**config.mk**
```make
export PLATFORM = sky130hd
export DESIGN_NAME = spq_cell
export DESIGN_NICKNAME = d
export VERILOG_FILES = /design/src/sv/spq_pkg.sv /design/src/sv/spq_cell.sv
export SDC_FILE = /design/constraint.sdc
export NUM_CORES = 1
export LEC_CHECK = 0
export ABC_AREA = 1
export BUFFER_PORTS_ARGS = -buffer_cell sky130_fd_sc_hd__buf_2
export CORE_UTILIZATION = 42
export DETAILED_ROUTE_END_ITERATION = 16
export PLACE_DENSITY_LB_ADDON = 0.2
export SETUP_SLACK_MARGIN = 0.15
export SLEW_MARGIN = 10
export SYNTH_ARGS = -nofsm -noshare
export SYNTH_HDL_FRONTEND = slang
export SYNTH_SLANG_ARGS = --single-unit
```
**constraint.sdc**
```tcl
create_clock -name clk -period 3 [get_ports clk]
set_clock_uncertainty 0.15 [all_clocks]
set_input_delay 0.15 -clock clk [delete_from_list [all_inputs] [get_ports clk]]
set_output_delay 0.15 -clock clk [all_outputs]
set_load 0.05 [all_outputs]
```
**src/sv/spq_pkg.sv**
```systemverilog
// Shared types and constants for the sorted priority queue.
`default_nettype none
package spq_pkg;

	localparam int QUEUE_DEPTH = 128;
	localparam int IDX_W       = (QUEUE_DEPTH > 1) ? $clog2(QUEUE_DEPTH) : 1;
	localparam int CNT_W       = $clog2(QUEUE_DEPTH + 1);
	localparam int DATA_W      = 32;
	localparam int PRIO_W      = 16;
	localparam int FILL_W      = 8;
	localparam int STATUS_W    = 2;

	localparam logic REQ_INSERT = 1'b0;
	localparam logic REQ_REMOVE = 1'b1;

	localparam logic [STATUS_W-1:0] ST_DONE  = 2'd0;
	localparam logic [STATUS_W-1:0] ST_FULL  = 2'd1;
	localparam logic [STATUS_W-1:0] ST_EMPTY = 2'd2;

	typedef struct packed {
		logic [DATA_W-1:0] data;
		logic [PRIO_W-1:0] prio;
	} entry_t;

	// Broadcast command seen by every cell in the same cycle
	typedef struct packed {
		logic   ins;
		logic   rem;
		entry_t item;
	} cell_cmd_t;

endpackage
`default_nettype wire

```
**src/sv/spq_cell.sv**
```systemverilog
// One slot of the sorted shift chain: compare, hold, take left or take right.
`default_nettype none
module spq_cell (
	input  wire logic                      clk,
	input  wire spq_pkg::cell_cmd_t        cmd,
	input  wire logic [spq_pkg::CNT_W-1:0] count,
	input  wire logic [spq_pkg::IDX_W-1:0] idx,
	input  wire logic                      left_gt,
	input  wire spq_pkg::entry_t           left_entry,
	input  wire spq_pkg::entry_t           right_entry,
	output spq_pkg::entry_t                entry,
	output logic                           gt
);

	spq_pkg::entry_t entry_q;
	logic            occ;

	// Slot is occupied when its index lies below the fill count
	assign occ   = count > spq_pkg::CNT_W'(idx);
	// Empty slots rank after any new entry; ties stay ahead of it
	assign gt    = !occ || (entry_q.prio > cmd.item.prio);
	assign entry = entry_q;

	// Shift right on insert past the slot, shift left on remove
	always_ff @(posedge clk) begin
		if (cmd.ins) begin
			if (left_gt) begin
				entry_q <= left_entry;
			end else if (gt) begin
				entry_q <= cmd.item;
			end
		end else if (cmd.rem) begin
			entry_q <= right_entry;
		end
	end

endmodule
`default_nettype wire

```
==> results.sh, run 1 <==
export IMPL_status="finished, final reports clean"
export IMPL_grt_pass1_wl_um=14500
export IMPL_firstDrtPassIters=5
export IMPL_cp_cell_sequence="ha_1 > nand4_1 > nor3_1 > nand2_1 > nand2_1 > nand2_1 > nand3_1 > nand2_1 > clkinvlp_4 > buf_4"
export IMPL_htreeDepth=2
export IMPL_crit_type="reg2reg"
export IMPL_grt_pass1_vias=3307
export IMPL_num_rows=30
export IMPL_cp_start_kind="flop"
export IMPL_syn_avg_cell_area_um2=8.36
export IMPL_die_y_um=88.0
export IMPL_io_buffers=211
export IMPL_path_max_fanout=27
export IMPL_critPathMostFrequentCell="nand2_1"
export IMPL_layout_commonest_cell="buf_2"
export IMPL_most_common_layout_cells="buf_2, o21ai_0, nand2_1"
export IMPL_tightest_slew_ns=1.05
export IMPL_cp_required_ns=2.81
export IMPL_wirelength_um=9440
export IMPL_post_route_period_util=0.775
export IMPL_die_area_mm2=0.00774
export IMPL_ys_types=19
export IMPL_clkSinkCount=48
export IMPL_grt_use_total=0.242
export IMPL_hold_path_cell_count=3
export IMPL_slew_viol_final=0
export IMPL_worst_path_stages=10
export IMPL_setup_viol_count_final=0
export IMPL_antenna_found_initial=0
export IMPL_final_hold_violation_count=0
export IMPL_synth_top_area_frac=0.465
export IMPL_final_layout_size_suffix_gt1_frac=0.406
export IMPL_fin_tns_setup_ns=0
export IMPL_ys_seq_elements=48
export IMPL_cp_num_buf_inv=2
export IMPL_netlist_instances=371
export IMPL_core_area_mm2=0.00698
export IMPL_synth_area_leaders="edfxtp_1, o21ai_0, ha_1"
export IMPL_netlist_area_mm2=0.00310
export IMPL_critPathCaptureType="flop"
export IMPL_cp_top_family="simple AND/OR/NAND/NOR gates"
export IMPL_root_buffer="clkbuf_8"
export IMPL_gp_congestion=0.819
export IMPL_worstHoldPathType="in2reg"
export IMPL_clk_pin_slew_ns=0.09
export IMPL_powerDensity_mw_per_mm2=447
export IMPL_slowest_stage="edfxtp_1"
export IMPL_drt_iter0_markers=117
export IMPL_cts_buffers=5
export IMPL_grt_overflow_total=0
export IMPL_nets=793
export IMPL_ant_nets=0
export IMPL_die_w_um=88.0
export IMPL_preCtsSetupSlack_ns=0.680
export IMPL_cts_tree="done"
export IMPL_vias_per_cell=4.96
export IMPL_insertion_delay_ns=0.30
export IMPL_fin_crit_ns=2.33
export IMPL_ys_warn_count=0
export IMPL_synth_nets=557
export IMPL_maxCapViolations=0
export IMPL_initial_utilization=0.444
export IMPL_post_cts_buffers=0
export IMPL_timing_fmax_ghz=0.430
export IMPL_largest_register_ffs=48
export IMPL_synth_area_leader_cell="edfxtp_1"
export IMPL_rsz0062_at_grt="false"
export IMPL_syn2layout_area_growth_pct=49.6
export IMPL_grt_max_degree=49
export IMPL_seq_area_frac_synth=0.465
export IMPL_cpPeakStageDelay_ns=0.41
export IMPL_arrival_ns=2.14
export IMPL_dp_final_hpwl_um=6740
export IMPL_ir_drop_mv=0.184
export IMPL_rr_worst_depth=10
export IMPL_drc_errors=0
export IMPL_routedWlPerCell_um=13.4
export IMPL_antenna_cells=0
export IMPL_dr_total_vias=3495
export IMPL_setup_ws_ns=0.675
export IMPL_clock_path_buffers=2
export IMPL_cellLeakagePower_uw=0.00232
export IMPL_io_pins=212
export IMPL_slew_headroom=0.300
## cell usage after synthesis, drive strengths merged
cell	number
buf	10
a21o	1
or2	1
nor2	57
inv	35
nand2	71
edfxtp	48
nand3	4
a21oi	9
nand4	2
ha	23
clkbuf	10
nor3	1
o21ai	99
## where the power goes
part | total (uW) | internal, uW | switching (uW) | leakage, uW
registers | 858 | 834 | 23.7 | 0.000488
logic | 755 | 242 | 514 | 0.00178
clock network | 462 | 247 | 216 | 0.0000541
total | 2080 | 1320 | 753 | 0.00232
## final cells by class
| cell class | count | area, um2 |
|---|---|---|
| Tap cell | 96 | 120 |
| Sequential cell | 48 | 1440 |
| Fill cell | 602 | 2340 |
| Clock buffer | 5 | 68.8 |
| Inverter | 35 | 135 |
| Clock inverter | 3 | 42.5 |
| Multi-Input combinational cell | 268 | 1410 |
| Timing Repair Buffer | 249 | 1420 |
## metal layers
metal | vias to the layer above | wire length [um] | track usage
li1 | 1720 | - | -
met1 | 1610 | 3500 | 0.256
met2 | 145 | 5130 | 0.474
met3 | 20 | 596 | 0.0405
met4 | 0 | 208 | 0.0894
met5 | - | 0 | 0
## worst min-delay path, cell delays in order
cell	delay, ns
buf_2	0.08
nand2_1	0.05
o21ai_0	0.06
## stage by stage
step           hold WS, ns  power (uW)  cells  cell area (um2)  utilization
6_report          0.000950        2080    704             4640        0.665
5_1_grt            0.00320        2180    704             4640        0.665
4_1_cts           0.000664        2090    704             4640        0.665
3_5_place_dp         0.284        1600    663             4200        0.602
3_3_place_gp         0.283        1580    663             4200        0.602
2_1_floorplan        0.191        1360    371             3110            -
## final timing paths
check | startpoint | end | slack [ns]
min reg2reg | entry[15]$_DFFE_PP_ | entry[4]$_DFFE_PP_ | 1.30
min | right_entry[6] | entry[6]$_DFFE_PP_ | 0.0009
max | entry[9]$_DFFE_PP_ | entry[30]$_DFFE_PP_ | 0.67
max reg2reg | entry[9]$_DFFE_PP_ | entry[30]$_DFFE_PP_ | 0.67
## cells by family (layout without fill, tap and decap cells)
| logic type | Yosys count | count (layout) | share of synthesized area |
|---|---|---|---|
| simple gates | 136 | 136 | 0.185 |
| compound gates | 109 | 109 | 0.177 |
| buf+inv | 55 | 292 | 0.0810 |
| flops | 48 | 48 | 0.465 |
| fa+ha+maj | 23 | 23 | 0.0927 |
## timing repair
action                                 in CTS  in global routing
hold buffers                               33                  0
resized for setup                           0                  0
endpoints found under the hold margin      33                  0
Note: power is estimated with default switching activity, not from simulation.
==> run 2: changes to the inputs <==
==> constraint.sdc (replaced) <==
create_clock -name clk -period 2.2 [get_ports clk]
set_clock_uncertainty 0.15 [all_clocks]
set_input_delay 0.11 -clock clk [delete_from_list [all_inputs] [get_ports clk]]
set_output_delay 0.11 -clock clk [all_outputs]
set_load 0.05 [all_outputs]
==> run 2 against run 1 <==
The flow now finishes with violations (negative setup slack). First-iteration DRC count rose by 6.0%. Fmax is 2.5% higher. Non-clock buffer count grew 31. Register-to-register slack got worse by 0.74 ns. Sequential power rose by 36%. Flip-flop and latch count unchanged. Worst hold slack improved by 0.0030 ns. Clock power increased by 13%. Critical path type unchanged. Largest power group unchanged.
==> results.sh, run 2 (synthesis results as in run 1) <==
export IMPL_instances_no_fill=735
export IMPL_rsz0062_at_grt="true"
export IMPL_tightest_slew_ns=0.492
export IMPL_clkSinkCount=48
export IMPL_post_place_cells=665
export IMPL_post_route_period_util=1.03
export IMPL_most_common_layout_cells="buf_2, o21ai_0, nand2_1"
export IMPL_ant_nets=0
export IMPL_dr_total_vias=3646
export IMPL_die_w_um=88.0
export IMPL_cp_startpoint="entry[15]$_DFFE_PP_"
export IMPL_firstDrtPassIters=5
export IMPL_largest_register_ffs=48
export IMPL_timing_fmax_ghz=0.441
export IMPL_cts_buffers=5
export IMPL_antenna_found_initial=0
export IMPL_vias_per_cell=4.96
export IMPL_nets=824
export IMPL_routedWlPerCell_um=14.1
export IMPL_slew_viol_final=0
export IMPL_clock_path_buffers=2
export IMPL_num_fill_cells=579
export IMPL_cts_tree="done"
export IMPL_rr_worst_depth=11
export IMPL_clk_pin_slew_ns=0.09
export IMPL_critPathCaptureType="flop"
export IMPL_io_buffers=211
export IMPL_r2r_start="entry[15]$_DFFE_PP_"
export IMPL_violations="negative setup slack"
export IMPL_setup_viol_count_final=49
export IMPL_num_rows=30
export IMPL_fin_tns_setup_ns=-2.73
export IMPL_reg2reg_slack_ns=-0.07
export IMPL_core_area_mm2=0.00698
export IMPL_r2r_end="entry[46]$_DFFE_PP_"
export IMPL_htreeDepth=2
export IMPL_maxCapViolations=0
export IMPL_crit_path_end="entry[46]$_DFFE_PP_"
export IMPL_fin_crit_ns=2.27
export IMPL_powerDensity_mw_per_mm2=566
export IMPL_seqCellArea_mm2=0.00144
export IMPL_initial_utilization=0.444
export IMPL_final_layout_size_suffix_gt1_frac=0.413
export IMPL_crit_type="reg2reg"
export IMPL_insertion_delay_ns=0.30
export IMPL_die_y_um=88.0
export IMPL_drt_iter0_markers=124
export IMPL_grt_overflow_total=0
export IMPL_wirelength_um=10400
export IMPL_grt_pass1_wl_um=15900
export IMPL_gp_congestion=0.829
export IMPL_grt_use_total=0.272
export IMPL_layout_commonest_cell="buf_2"
export IMPL_arrival_ns=2.18
export IMPL_grt_max_degree=49
export IMPL_cp_start_kind="flop"
export IMPL_cp_required_ns=2.11
export IMPL_cellLeakagePower_uw=0.00249
export IMPL_setup_ws_ns=-0.0696
export IMPL_path_max_fanout=10
export IMPL_grt_pass1_vias=3506
export IMPL_die_area_mm2=0.00774
export IMPL_drc_errors=0
export IMPL_multi_input_comb_area_mm2=0.00147
export IMPL_antenna_cells=0
export IMPL_io_pins=212
export IMPL_worstHoldPathType="in2reg"
export IMPL_final_hold_violation_count=0
export IMPL_root_buffer="clkbuf_8"
export IMPL_ir_drop_mv=0.300
export IMPL_slew_headroom=0.672
export IMPL_status="complete, but fails checks"
export IMPL_syn2layout_area_growth_pct=63.0
export IMPL_dp_final_hpwl_um=7010
==> run 2: what timing repair did <==
| item | 4_1_cts | 5_1_grt |
|---|---|---|
| buffers inserted | 3 | 0 |
| cloned | 3 | 0 |
| resized for setup | 11 | 5 |
| pin swaps | 7 | 6 |
| setup endpoints to repair | 49 | 49 |
| hold endpoints to repair | 48 | 0 |
| hold buffers | 56 | 0 |
==> run 2: cell type report <==
type / count / area share
Timing Repair Buffer: 280 / 0.357
Inverter: 35 / 0.0267
Sequential cell: 48 / 0.285
Multi-Input combinational cell: 268 / 0.290
Clock inverter: 3 / 0.00371
Tap cell: 96 / 0.0238
Clock buffer: 5 / 0.0136
==> run 2: where the power goes <==
group	switching [uW]	internal [uW]
Clock	301	222
Combinational	743	426
Sequential	35.0	1140
==> run 2: layer usage <==
metal	wire length (um)	track usage	share of wire	vias to the layer above
met5	0	0	0	-
met4	271	0.113	0.026	0
met2	5610	0.514	0.54	183
met3	812	0.0660	0.078	23
li1	-	-	-	1784
met1	3690	0.287	0.36	1656
==> run 2: worst min path at each step <==
stage | startpoint | endpoint | slack (ns) | cells past startpoint
final | left_entry[5] | entry[5]$_DFFE_PP_ | 0.004 | 3
after global routing | left_entry[24] | entry[24]$_DFFE_PP_ | 0.004 | 3
after CTS | left_entry[11] | entry[11]$_DFFE_PP_ | 0.003 | 3
after detailed placement | right_entry[24] | entry[24]$_DFFE_PP_ | 0.25 | 3
after global placement | right_entry[5] | entry[5]$_DFFE_PP_ | 0.24 | 3
after floorplan | right_entry[0] | entry[0]$_DFFE_PP_ | 0.15 | 2
==> run 2: metrics by stage <==
step           utilization  area (um2)  total power (uW)  setup WS (ns)  hold slack [ns]
3_5_place_dp         0.606        4230              2190         0.0185            0.245
3_3_place_gp         0.606        4230              2160         0.0936            0.244
5_1_grt              0.724        5060              3000         -0.167          0.00365
2_1_floorplan            -        3110              1850         -0.602            0.151
6_report             0.724        5060              2860        -0.0696          0.00393
4_1_cts              0.721        5030              2850       -0.00804          0.00294
==> run 2: critical path: stages (launching register included) <==
cell and delay, ns:
edfxtp_1 0.44, ha_4 0.24, a21oi_1 0.16, o21ai_0 0.15
a21oi_2 0.16, nand2_1 0.08, nand2_2 0.07, nand3_2 0.07
nand2_2 0.11, clkinvlp_4 0.10, buf_6 0.14, buf_16 0.14
